**src/sv/dtpq_pkg.sv**
```systemverilog
package dtpq_pkg;

    // Store geometry and field widths.
    localparam int DEPTH_DEFAULT = 32;
    localparam int ID_W          = 16;
    localparam int SIZE_W        = 16;
    localparam int DESC_W        = ID_W + SIZE_W;
    localparam int LIMIT_W       = 6;
    localparam int MEAN_W        = 16;
    localparam int BYTE_W        = 21;
    localparam int LIMB_W        = LIMIT_W + MEAN_W;
    localparam int CMP_W         = 7;

    // Configuration register file.
    localparam int APB_DATA_W = 32;
    localparam int APB_ADDR_W = 4;

    typedef enum logic [1:0] {
        REG_PACKET_LIMIT = 2'd0,
        REG_MEAN_SIZE    = 2'd1,
        REG_COUNT_BYTES  = 2'd2,
        REG_DROP_FRONT   = 2'd3
    } t_reg;

    localparam logic [LIMIT_W-1:0] PACKET_LIMIT_RST = 6'd33;
    localparam logic [MEAN_W-1:0]  MEAN_SIZE_RST    = 16'd1000;

    // Operation selector carried on the input tuser.
    typedef enum logic [1:0] {
        OP_ENQUEUE = 2'd0,
        OP_DEQUEUE = 2'd1,
        OP_SHRINK  = 2'd2
    } t_op;

    // Result kind carried on the output tuser.
    typedef enum logic [2:0] {
        EV_ACCEPT = 3'd0,
        EV_DROP   = 3'd1,
        EV_DEQ    = 3'd2,
        EV_EMPTY  = 3'd3,
        EV_DONE   = 3'd4
    } t_event;

endpackage

```
**src/sv/dtpq_ram.sv**
```systemverilog
module dtpq_ram #(
    parameter int WIDTH = 32,
    parameter int DEPTH = 32
) (
    input  logic                     i_clk,
    input  logic                     i_we,
    input  logic [$clog2(DEPTH)-1:0] i_waddr,
    input  logic [WIDTH-1:0]         i_wdata,
    input  logic                     i_re,
    input  logic [$clog2(DEPTH)-1:0] i_raddr,
    output logic [WIDTH-1:0]         o_rdata
);

    logic [WIDTH-1:0] r_mem [DEPTH];
    logic [WIDTH-1:0] r_rdata;

    // One write port and one registered read port; read data holds between reads.
    always_ff @(posedge i_clk) begin
        if (i_we) begin
            r_mem[i_waddr] <= i_wdata;
        end
        if (i_re) begin
            r_rdata <= r_mem[i_raddr];
        end
    end

    assign o_rdata = r_rdata;

endmodule

```
**src/sv/drop_tail_packet_queue.sv**
```systemverilog
// A word is taken in S_IDLE, where a defined operation starts the descriptor RAM read, and its result
// is registered in S_EXEC from that registered read once the output register is free; no new word is taken before then.
// Shrink stays in S_EXEC, with one RAM read and one drop per cycle while the output register is free.
// A result waits in the output register while the next word is taken.
// Reset is synchronous and active low; it clears pointers and counts and loads the configuration reset values.
// The descriptor RAM is not cleared, since an entry is always written before its read data is used.
module drop_tail_packet_queue #(
    parameter int DEPTH = dtpq_pkg::DEPTH_DEFAULT
) (
    input  logic                            i_clk,
    input  logic                            i_rst_n,
    // Input words.
    input  logic                            i_s_tvalid,
    output logic                            o_s_tready,
    input  logic [31:0]                     i_s_tdata,  // packet_id[15:0], packet_size[31:16]
    input  logic [1:0]                      i_s_tuser,  // operation[1:0]
    // Result words.
    output logic                            o_m_tvalid,
    input  logic                            i_m_tready,
    output logic [31:0]                     o_m_tdata,  // out_packet_id[15:0], out_packet_size[31:16]
    output logic [2:0]                      o_m_tuser,  // event_res[2:0]
    output logic                            o_m_tlast,
    // Configuration port.
    input  logic                            psel,
    input  logic                            penable,
    input  logic                            pwrite,
    input  logic [dtpq_pkg::APB_ADDR_W-1:0] paddr,
    input  logic [dtpq_pkg::APB_DATA_W-1:0] pwdata,
    output logic [dtpq_pkg::APB_DATA_W-1:0] prdata,
    output logic                            pready
);

    localparam int PTR_W = $clog2(DEPTH);
    localparam int CNT_W = $clog2(DEPTH + 1);
    localparam logic [PTR_W-1:0] LAST_PTR = PTR_W'(DEPTH - 1);
    localparam logic [CNT_W-1:0] FULL_CNT = CNT_W'(DEPTH);

    typedef enum logic {
        S_IDLE,
        S_EXEC
    } t_state;

    // Configuration registers.
    logic [dtpq_pkg::LIMIT_W-1:0] r_pkt_limit;
    logic [dtpq_pkg::MEAN_W-1:0]  r_mean;
    logic                         r_in_bytes;
    logic                         r_dff;
    logic [dtpq_pkg::LIMB_W-1:0]  r_limit_bytes;

    // Queue state and the word in progress.
    t_state                      r_state, n_state;
    logic [PTR_W-1:0]            r_head, n_head;
    logic [PTR_W-1:0]            r_tail, n_tail;
    logic [CNT_W-1:0]            r_count, n_count;
    logic [dtpq_pkg::BYTE_W-1:0] r_bytes, n_bytes;
    dtpq_pkg::t_op               r_op, n_op;
    logic [dtpq_pkg::ID_W-1:0]   r_pid, n_pid;
    logic [dtpq_pkg::SIZE_W-1:0] r_psz, n_psz;

    // Output register.
    logic                        r_out_valid, n_out_valid;
    dtpq_pkg::t_event            r_ev, n_ev;
    logic [dtpq_pkg::ID_W-1:0]   r_oid, n_oid;
    logic [dtpq_pkg::SIZE_W-1:0] r_osz, n_osz;
    logic                        r_olast, n_olast;

    // Descriptor RAM port signals.
    logic                        ram_we;
    logic [PTR_W-1:0]            ram_waddr;
    logic [dtpq_pkg::DESC_W-1:0] ram_wdata;
    logic                        ram_re;
    logic [PTR_W-1:0]            ram_raddr;
    logic [dtpq_pkg::DESC_W-1:0] ram_rdata;
    logic [dtpq_pkg::ID_W-1:0]   rd_id;
    logic [dtpq_pkg::SIZE_W-1:0] rd_size;

    logic                        cfg_wr;
    dtpq_pkg::t_reg              cfg_idx;
    dtpq_pkg::t_op               in_op;
    logic                        in_op_valid;
    logic                        out_free;
    logic                        over;
    logic                        shrink_more;
    logic [dtpq_pkg::LIMB_W-1:0] bytes_sum;
    logic [dtpq_pkg::CMP_W-1:0]  count_ext;
    logic [dtpq_pkg::CMP_W-1:0]  limit_ext;

    function automatic logic [PTR_W-1:0] ptr_next(input logic [PTR_W-1:0] p);
        return (p == LAST_PTR) ? '0 : p + PTR_W'(1);
    endfunction

    function automatic logic [PTR_W-1:0] ptr_prev(input logic [PTR_W-1:0] p);
        return (p == '0) ? LAST_PTR : p - PTR_W'(1);
    endfunction

    dtpq_ram #(
        .WIDTH (dtpq_pkg::DESC_W),
        .DEPTH (DEPTH)
    ) u_desc_ram (
        .i_clk   (i_clk),
        .i_we    (ram_we),
        .i_waddr (ram_waddr),
        .i_wdata (ram_wdata),
        .i_re    (ram_re),
        .i_raddr (ram_raddr),
        .o_rdata (ram_rdata)
    );

    assign rd_id   = ram_rdata[dtpq_pkg::ID_W-1:0];
    assign rd_size = ram_rdata[dtpq_pkg::DESC_W-1:dtpq_pkg::ID_W];

    // Register file: writes complete in the access phase, pready is tied high.
    assign pready  = 1'b1;
    assign cfg_wr  = psel & penable & pwrite;
    assign cfg_idx = dtpq_pkg::t_reg'(paddr[3:2]);

    always_ff @(posedge i_clk) begin
        if (!i_rst_n) begin
            r_pkt_limit <= dtpq_pkg::PACKET_LIMIT_RST;
            r_mean      <= dtpq_pkg::MEAN_SIZE_RST;
            r_in_bytes  <= 1'b0;
            r_dff       <= 1'b0;
        end else if (cfg_wr) begin
            case (cfg_idx)
                dtpq_pkg::REG_PACKET_LIMIT: r_pkt_limit <= pwdata[dtpq_pkg::LIMIT_W-1:0];
                dtpq_pkg::REG_MEAN_SIZE:    r_mean      <= pwdata[dtpq_pkg::MEAN_W-1:0];
                dtpq_pkg::REG_COUNT_BYTES:  r_in_bytes  <= pwdata[0];
                dtpq_pkg::REG_DROP_FRONT:   r_dff       <= pwdata[0];
                default: ;
            endcase
        end
    end

    // The byte limit is recomputed every cycle into a register, so it trails a configuration write.
    always_ff @(posedge i_clk) begin
        r_limit_bytes <= dtpq_pkg::LIMB_W'(r_pkt_limit * r_mean);
    end

    always_comb begin
        case (dtpq_pkg::t_reg'(paddr[3:2]))
            dtpq_pkg::REG_PACKET_LIMIT: prdata = dtpq_pkg::APB_DATA_W'(r_pkt_limit);
            dtpq_pkg::REG_MEAN_SIZE:    prdata = dtpq_pkg::APB_DATA_W'(r_mean);
            dtpq_pkg::REG_COUNT_BYTES:  prdata = dtpq_pkg::APB_DATA_W'(r_in_bytes);
            dtpq_pkg::REG_DROP_FRONT:   prdata = dtpq_pkg::APB_DATA_W'(r_dff);
            default:                    prdata = '0;
        endcase
    end

    // Limit checks for the word in progress.
    assign count_ext   = dtpq_pkg::CMP_W'(r_count);
    assign limit_ext   = dtpq_pkg::CMP_W'(r_pkt_limit);
    assign bytes_sum   = dtpq_pkg::LIMB_W'(r_bytes) + dtpq_pkg::LIMB_W'(r_psz);
    assign over        = (r_count >= FULL_CNT) ||
                         (r_in_bytes ? (bytes_sum >= r_limit_bytes)
                                     : ((count_ext + dtpq_pkg::CMP_W'(1)) >= limit_ext));
    assign shrink_more = (r_count != '0) &&
                         (r_in_bytes ? (dtpq_pkg::LIMB_W'(r_bytes) > r_limit_bytes)
                                     : (count_ext > limit_ext));

    assign in_op       = dtpq_pkg::t_op'(i_s_tuser);
    assign in_op_valid = (in_op == dtpq_pkg::OP_ENQUEUE) || (in_op == dtpq_pkg::OP_DEQUEUE) ||
                         (in_op == dtpq_pkg::OP_SHRINK);
    assign out_free    = !r_out_valid || i_m_tready;
    assign o_s_tready  = (r_state == S_IDLE);

    // Sequencer: read the head or last entry on accept, then update the queue; only enqueue writes.
    always_comb begin
        n_state     = r_state;
        n_head      = r_head;
        n_tail      = r_tail;
        n_count     = r_count;
        n_bytes     = r_bytes;
        n_op        = r_op;
        n_pid       = r_pid;
        n_psz       = r_psz;
        n_out_valid = r_out_valid && !i_m_tready;
        n_ev        = r_ev;
        n_oid       = r_oid;
        n_osz       = r_osz;
        n_olast     = r_olast;
        ram_we      = 1'b0;
        ram_waddr   = r_tail;
        ram_wdata   = {r_psz, r_pid};
        ram_re      = 1'b0;
        ram_raddr   = r_head;

        case (r_state)
            S_IDLE: begin
                if (i_s_tvalid) begin
                    n_op  = in_op;
                    n_pid = i_s_tdata[15:0];
                    n_psz = i_s_tdata[31:16];
                    if (in_op_valid) begin
                        ram_re  = 1'b1;
                        n_state = S_EXEC;
                        if (in_op == dtpq_pkg::OP_SHRINK && !r_dff) begin
                            ram_raddr = ptr_prev(r_tail);
                        end
                    end
                end
            end
            S_EXEC: begin
                if (out_free) begin
                    n_out_valid = 1'b1;
                    n_olast     = 1'b1;
                    n_oid       = '0;
                    n_osz       = '0;
                    n_state     = S_IDLE;
                    case (r_op)
                        dtpq_pkg::OP_ENQUEUE: begin
                            n_ev = dtpq_pkg::EV_DROP;
                            if (!over) begin
                                n_ev    = dtpq_pkg::EV_ACCEPT;
                                ram_we  = 1'b1;
                                n_tail  = ptr_next(r_tail);
                                n_count = r_count + CNT_W'(1);
                                n_bytes = r_bytes + dtpq_pkg::BYTE_W'(r_psz);
                            end else if (r_dff && r_count != '0) begin
                                // Replace the head: the new packet goes in, the head goes out.
                                n_oid   = rd_id;
                                n_osz   = rd_size;
                                ram_we  = 1'b1;
                                n_head  = ptr_next(r_head);
                                n_tail  = ptr_next(r_tail);
                                n_bytes = r_bytes + dtpq_pkg::BYTE_W'(r_psz)
                                          - dtpq_pkg::BYTE_W'(rd_size);
                            end else begin
                                n_oid = r_pid;
                                n_osz = r_psz;
                            end
                        end
                        dtpq_pkg::OP_DEQUEUE: begin
                            if (r_count == '0) begin
                                n_ev = dtpq_pkg::EV_EMPTY;
                            end else begin
                                n_ev    = dtpq_pkg::EV_DEQ;
                                n_oid   = rd_id;
                                n_osz   = rd_size;
                                n_head  = ptr_next(r_head);
                                n_count = r_count - CNT_W'(1);
                                n_bytes = r_bytes - dtpq_pkg::BYTE_W'(rd_size);
                            end
                        end
                        dtpq_pkg::OP_SHRINK: begin
                            if (shrink_more) begin
                                // Drop one packet and fetch the next candidate.
                                n_ev    = dtpq_pkg::EV_DROP;
                                n_oid   = rd_id;
                                n_osz   = rd_size;
                                n_olast = 1'b0;
                                n_count = r_count - CNT_W'(1);
                                n_bytes = r_bytes - dtpq_pkg::BYTE_W'(rd_size);
                                n_state = S_EXEC;
                                ram_re  = 1'b1;
                                if (r_dff) begin
                                    n_head    = ptr_next(r_head);
                                    ram_raddr = ptr_next(r_head);
                                end else begin
                                    n_tail    = ptr_prev(r_tail);
                                    ram_raddr = ptr_prev(ptr_prev(r_tail));
                                end
                            end else begin
                                n_ev = dtpq_pkg::EV_DONE;
                            end
                        end
                        default: begin
                            n_out_valid = r_out_valid && !i_m_tready;
                        end
                    endcase
                end
            end
            default: begin
                n_state = S_IDLE;
            end
        endcase
    end

    always_ff @(posedge i_clk) begin
        if (!i_rst_n) begin
            r_state     <= S_IDLE;
            r_head      <= '0;
            r_tail      <= '0;
            r_count     <= '0;
            r_bytes     <= '0;
            r_out_valid <= 1'b0;
        end else begin
            r_state     <= n_state;
            r_head      <= n_head;
            r_tail      <= n_tail;
            r_count     <= n_count;
            r_bytes     <= n_bytes;
            r_out_valid <= n_out_valid;
        end
        r_op    <= n_op;
        r_pid   <= n_pid;
        r_psz   <= n_psz;
        r_ev    <= n_ev;
        r_oid   <= n_oid;
        r_osz   <= n_osz;
        r_olast <= n_olast;
    end

    assign o_m_tvalid = r_out_valid;
    assign o_m_tdata  = {r_osz, r_oid};
    assign o_m_tuser  = r_ev;
    assign o_m_tlast  = r_olast;

    // The queue never holds more packets than the store has entries.
    a_count_bound: assert property (@(posedge i_clk) disable iff (!i_rst_n)
        r_count <= FULL_CNT)
        else $error("packet count exceeds store depth");

    // An empty queue has its pointers together and no bytes left over.
    a_empty_consistent: assert property (@(posedge i_clk) disable iff (!i_rst_n)
        (r_count == '0) |-> ((r_head == r_tail) && (r_bytes == '0)))
        else $error("empty queue with stale pointers or byte count");

    // A full queue also has its pointers together.
    a_full_pointers: assert property (@(posedge i_clk) disable iff (!i_rst_n)
        (r_count == FULL_CNT) |-> (r_head == r_tail))
        else $error("full queue with pointers apart");

    // A taken word with a defined operation blocks further input for the next cycle.
    a_busy_after_accept: assert property (@(posedge i_clk) disable iff (!i_rst_n)
        (i_s_tvalid && o_s_tready && in_op_valid) |=> !o_s_tready)
        else $error("input taken while a word is still in progress");

endmodule

```
**config.mk**
```make
export PLATFORM = sky130hd
export DESIGN_NAME = drop_tail_packet_queue
export DESIGN_NICKNAME = d
export VERILOG_FILES = /design/src/sv/dtpq_pkg.sv /design/src/sv/dtpq_ram.sv /design/src/sv/drop_tail_packet_queue.sv
export SDC_FILE = /design/constraint.sdc
export NUM_CORES = 2
export LEC_CHECK = 0
export ABC_AREA = 1
export BUFFER_PORTS_ARGS = -buffer_cell sky130_fd_sc_hd__buf_4
export CORE_MARGIN = 2
export CORE_UTILIZATION = 36
export CTS_CLUSTER_SIZE = 28
export DETAILED_ROUTE_END_ITERATION = 10
export PLACE_DENSITY = 0.52
export SYNTH_ARGS = -nofsm -noshare
export SYNTH_HDL_FRONTEND = slang
export SYNTH_HIERARCHICAL = 1
export SYNTH_SLANG_ARGS = --single-unit
```
**constraint.sdc**
```tcl
create_clock -name i_clk -period 11.47 [get_ports i_clk]
set_input_delay 0.5735 -clock i_clk [delete_from_list [all_inputs] [get_ports i_clk]]
set_output_delay 0.5735 -clock i_clk [all_outputs]
set_load 0.03 [all_outputs]
```
After elaboration in Yosys (flattened, before gate mapping)
Memories as Yosys holds them, arrays and structs flattened. A register that Yosys moved wholly into a read port is not among the register bits.
Index checks and enable logic that the tools add are counted.
{"block": "totals", "ff_bits": 155, "latch_bits": 0, "ram_bits": 1024, "rom_bits": 0, "inputBits": 77, "elab_cells": 156, "mem_count": 1}
{"name": "u_desc_ram.r_mem", "words": 32, "word_bits": 32, "read_ports": 1, "rd_clocked_by_memory_dff": 1, "write_ports": 1, "line": "dtpq_ram.sv:14", "rtl": "logic [WIDTH-1:0] r_mem [DEPTH];"}
{"block": "op_classes", "n_addsub": 11, "multipliers": 1, "div": 0, "order_cmp": 5, "eq_ne": 17, "n_shift": 0, "muxes": 68, "n_bitwise": 3, "n_reduce_logical": 32}
{"op": "2-to-1 mux 16 bit", "count": 8}
{"op": "case mux 32 bit (4 select lines)", "count": 1}
{"op": "2-to-1 mux 5 bit", "count": 20}
{"op": "case mux 16 bit (3 select lines)", "count": 2}
{"op": "2-to-1 mux 21 bit", "count": 4}
{"op": "case mux 21 bit (3 select lines)", "count": 1}
{"op": "subtractor 21 x 16 -> 21 bit", "count": 2}
{"op": "adder 21 x 16 -> 22 bit", "count": 1}
{"op": ">= comparator 22 bit", "count": 1}
{"op": "> comparator 21 x 22 -> 1 bit", "count": 1}
{"op": "multiplier 6 x 16 -> 22 bit", "count": 1}
{"op": "adder 21 x 16 -> 21 bit", "count": 1}
{"op": "2-to-1 mux 1 bit", "count": 21}
{"op": "case mux 5 bit (2 select lines)", "count": 2}
{"op": "2-to-1 mux 6 bit", "count": 3}
{"op": "case mux 6 bit (3 select lines)", "count": 1}
{"op": "AND reduction 6 bit", "count": 3}
{"op": "case mux 5 bit (3 select lines)", "count": 1}
{"op": "inequality test 2 bit, second input constant", "count": 7}
{"op": "AND reduction 2 bit", "count": 6}
{"op": "adder 5 x 1 -> 5 bit, second input constant", "count": 2}
{"op": "equality test 5 bit, second input constant", "count": 2}
{"op": "zero test 5 bit", "count": 2}
{"op": "subtractor 5 x 1 -> 5 bit, second input constant", "count": 2}
{"op": "25 further kinds", "count": 42}

Longest topological paths before layout
{"block": "depth", "depth_word": 10, "depth_mapped": 31, "depth_no_buf": 28}

Modules after synthesis
The synthesis kept the hierarchy.
{"module": "dtpq_ram", "n_inst": 1, "cells_per_inst": 3536, "area_per_inst_um2": 42726.0}
{"module": "drop_tail_packet_queue", "n_inst": 1, "cells_per_inst": 2025, "area_per_inst_um2": 14547.7}

Worst setup path before layout
Ideal clock, no wire load.
{"block": "synth_timing", "path_type": "reg2reg", "start": "reg r_psz[0] in the netlist's numbering", "end": "mem u_desc_ram.r_mem[15][0] (enable)", "arrival_time_ns": 5.385, "required_ns": 11.049, "slack_ns": 5.664, "stages_incl_launch_ff": 26, "n_path_buf": 2, "path_cell_list": "edfxtp_1 -> ha_1 -> fa_1 -> nand3_1 -> nand3_1 -> nand2_1 -> nand2_1 -> nand3_1 -> nand2_1 -> nand2_1 -> xor2_1 -> inv_1 -> ha_1 -> nand2_1 -> nor2_1 -> nand2_1 -> nor2_1 -> nand2_1 -> nand4_1 -> nand2_1 -> nand2_2 -> buf_6 -> buf_2 -> a211oi_1 -> nand3_1 -> nor2_1"}
{"block": "synth_via", "elab_chain_cells": 10}
{"element": "start, declared", "line": "drop_tail_packet_queue.sv:58", "rtl": "logic [dtpq_pkg::SIZE_W-1:0] r_psz, n_psz;"}
{"element": "start signal, assigned", "line": "drop_tail_packet_queue.sv:296", "rtl": "r_psz <= n_psz;"}
{"element": "adder 21 x 16 -> 22 bit", "line": "drop_tail_packet_queue.sv:152", "rtl": "assign bytes_sum = dtpq_pkg::LIMB_W'(r_bytes) + dtpq_pkg::LIMB_W'(r_psz);"}
{"element": ">= comparator 22 bit", "line": "drop_tail_packet_queue.sv:154", "rtl": "(r_in_bytes ? (bytes_sum >= r_limit_bytes)"}
{"element": "2-to-1 mux 1 bit", "line": "drop_tail_packet_queue.sv:154"}
{"element": "logical OR 1 bit", "line": "drop_tail_packet_queue.sv:153", "rtl": "assign over = (r_count >= FULL_CNT) ||"}
{"element": "2-to-1 mux 1 bit", "line": "drop_tail_packet_queue.sv:212", "rtl": "if (!over) begin"}
{"element": "2-to-1 mux 1 bit", "line": "drop_tail_packet_queue.sv:209", "rtl": "case (r_op)"}
{"element": "2-to-1 mux 1 bit", "line": "drop_tail_packet_queue.sv:203", "rtl": "if (out_free) begin"}
{"element": "2-to-1 mux 1 bit", "line": "drop_tail_packet_queue.sv:187", "rtl": "case (r_state)"}
{"element": "net ram_we", "line": "drop_tail_packet_queue.sv:68", "rtl": "logic ram_we;"}
{"element": "2-to-1 mux 1 bit", "line": "dtpq_ram.sv:19", "rtl": "if (i_we) begin"}
{"element": "2-to-1 mux 1 bit (implied by the code)", "line": "dtpq_ram.sv:20", "rtl": "r_mem[i_waddr] <= i_wdata;"}
{"element": "end, declared", "line": "dtpq_ram.sv:14"}
The timed path passes the listed nets, and every way through them passes these cells.

Final worst setup path
{"block": "layout_timing", "start": "reg r_psz[0] in the netlist's numbering", "end": "mem u_desc_ram.r_mem[23][25] (enable)"}
Same word-level chain as after synthesis.

==> run summary <==
Via density = 5.16
Mapped Cells = 5,561
Least-Margin Pin Slew = 1.17 ns
Die X = 403 um
Cell Pwr Density = 163 nW/um2
vias = 40,400
ys async rst share = 0
WP data required = 11.87 ns
CTS tree = yes
PortBufs = 112
core box area = 158,000 um2
gr ovfl total = 0
ANT cells = 0
H-tree depth = 4
setup TNS = 0 ns
worst clock skew = 0.0511 ns
Std-Cell Rows = 146
Hold Path Class = input port to flip-flop
number of setup violations in the final report = 0
Root Buffer = clkbuf_16
placed cell area = 59,900 um2
final instance area = 64,500 um2
Yosys warning count = 6
DRC viols = 0
vias in the first global route = 38,200
gpl congestion = 0.929
CP arrival = 8.16 ns
largest net degree at the start of global routing = 207
RR Startpoint = r_psz[0]
DRT iter0 DRCs = 3,440
drt pass-1 iters = 5
sequential fraction of the synthesis area = 0.620
setup bufs post-CTS = 0
outcome = complete, no violations
Mean Syn Cell Area = 10.3 um2
prevailing post-synth register cell = edfxtp_1
startpoint types = flip-flop
Slew headroom = 0.218
period utilisation layout = 0.677
Ports = 148
dpl hpwl = 96.5 mm
Final Hold Fails = 0
TritonCTS Sinks = 1,211
FF+latch count, synth = 1,211
Post-Syn Area = 57,300 um2
Peak VDD IR = 0.157 mV
highest net fanout along the worst path = 40
CTS max path bufs = 3
Leak = 25.2 nW
gr usage total = 0.206
antenna-violating nets left = 0
crit path kind = flip-flop to flip-flop
Layout area overhead = 12.6%
Initial Util = 0.362
EDFF count, synth = 1,126
RSZ-0062 raised after global routing = no
layout net count = 5,941
die area = 162,000 um2
Max Cap Viol = 0
Reg-to-Reg End = u_desc_ram/r_mem[23][25]
Clk Latency, worst-skew pair = 0.78 ns
post-synthesis cell type count = 53
CTS Buf Count = 135
DR WL/cell = 21.6 um
Final Hold Slack = 0.0601 ns
Routed WL = 169 mm
Critical path origin = r_psz[0]
Final Slew Violations = 0
initial antenna violation count = 2
share of layout cells above drive strength 1 = 0.0837
R2R cell count = 23
max frequency = 0.129 GHz
r2r setup slk = 3.71 ns
Critical Path End = u_desc_ram/r_mem[23][25]
min Tclk post-route = 7.76 ns
CP Capture Type = flip-flop
first-pass GRT wire length = 250 mm
Clk pin slew, worst setup/hold paths = 0.06 ns
Die Height = 403 um
-- worst min-delay path by stage --
| stage | cells past startpoint | from | endpoint | slack, ns |
|---|---|---|---|---|
| 2_1_floorplan | 2 | r_bytes[2] | r_bytes[2] | 0.48 |
| 4_1_cts | 1 | i_s_tdata[31] | r_psz[15] | 0.01 |
| 3_5_place_dp | 2 | r_head[0] | r_head[0] | 0.52 |
| 5_1_grt | 1 | i_s_tdata[23] | r_psz[7] | 0.02 |
| 3_3_place_gp | 2 | r_head[0] | r_head[0] | 0.51 |
| 6_report | 1 | i_s_tdata[23] | r_psz[7] | 0.06 |
-- layout by cell type (no fill, tap or decap), types with 61 or more instances in the layout --
| master | Yosys | final |
|---|---|---|
| inv_1 | 302 | 299 |
| fa_1 | 61 | 61 |
| buf_4 | 41 | 205 |
| o21ai_0 | 101 | 100 |
| nand3_1 | 875 | 875 |
| clkbuf_16 | 0 | 137 |
| ha_1 | 149 | 148 |
| dfxtp_1 | 85 | 85 |
| edfxtp_1 | 1126 | 1126 |
| nor2_1 | 207 | 173 |
| a21oi_1 | 175 | 175 |
| nand2_1 | 1942 | 1937 |
-- synth_stat cells, types with 13 or more instances --
cell,number,share of area
or2_2,24,0.0026
inv_1,302,0.020
edfxtp_1,1126,0.59
buf_1,20,0.0013
a21oi_1,175,0.015
nand4_1,17,0.0019
nor2_1,207,0.014
buf_6,74,0.015
buf_4,41,0.0054
clkbuf_1,66,0.0043
buf_2,90,0.0079
fa_1,61,0.021
nand2_1,1942,0.13
ha_1,149,0.033
dfxtp_1,85,0.030
o211ai_1,44,0.0058
xnor2_1,18,0.0028
xor2_1,39,0.0060
nand3_1,875,0.076
o21ai_1,13,0.0011
o21ai_0,101,0.0088
-- kinds of logic after synthesis --
logic type      share of synthesized area
xor+xnor                          0.00872
buf+inv                            0.0549
other cells                      0.000131
compound gates                     0.0358
flops                               0.620
fa+ha+maj                          0.0539
simple gates                        0.227
-- final cells by class --
class / count / area [um2]
Inverter: 310 / 1190
Tap cell: 2072 / 2590
Timing Repair Buffer: 237 / 1890
Clock inverter: 85 / 797
Fill cell: 15400 / 93700
Sequential cell: 1211 / 35500
Clock buffer: 158 / 3520
Multi-Input combinational cell: 3759 / 19000
-- metrics by stage --
step / setup slack [ns] / power [mW] / cells / utilization
after floorplan: 5.66 / 5.94 / 5576 / -
after global placement: 3.82 / 6.34 / 7560 / 0.379
after detailed placement: 3.72 / 6.35 / 7560 / 0.379
after CTS: 3.67 / 10.6 / 7832 / 0.408
after global routing: 3.32 / 10.9 / 7832 / 0.408
final: 3.71 / 10.5 / 7832 / 0.408
-- registers in the layout (all words and copies together), names as in the netlist, 6 cells and up --
| signal | flops |
|---|---|
| r_pkt_limit | 6 |
| u_desc_ram/r_mem | 1024 |
| r_limit_bytes | 22 |
| r_mean | 16 |
| r_pid | 16 |
| r_bytes | 21 |
| r_oid | 16 |
| r_osz | 16 |
| r_psz | 16 |
| r_count | 6 |
| u_desc_ram/o_rdata | 32 |
-- metal layers --
metal  GRT usage  up-vias  wire (um)
li1            -    19100          -
met1       0.285    19900      75300
met2       0.342     1136      80500
met3      0.0267      246       9320
met4      0.0547        2       3980
met5           0        -         12
-- critical path, cell delays in order (launching register included) --
cell and delay [ns]:
edfxtp_1 0.35, buf_4 0.26, ha_1 0.31, fa_1 0.46, nand3_1 0.10, nand3_1 0.13, nand2_1 0.09, nand2_1 0.13
a21oi_1 0.19, xor2_1 0.26, inv_1 0.12, ha_1 0.28, nand2_1 0.16, a21oi_1 0.06, nor2_1 0.18, nand2_1 0.08
nand2_1 0.06, nand4_1 0.17, nand2_1 0.20, nand2_2 0.51, a211oi_1 0.79, nand3_1 0.76, nor2_4 1.09, buf_4 0.50
-- power breakdown --
part           internal (mW)  switching [mW]  total [mW]
registers               4.90          0.0460        4.94
clock network           2.38            1.86        4.24
logic                  0.390           0.934        1.32
total                   7.67            2.84        10.5
-- timing repair --
action / CTS / global route
endpoints found under the hold margin: 29 / 0
hold buffers: 29 / 0
gates resized for setup: 0 / 0
Power figures use the tool's default switching activity.
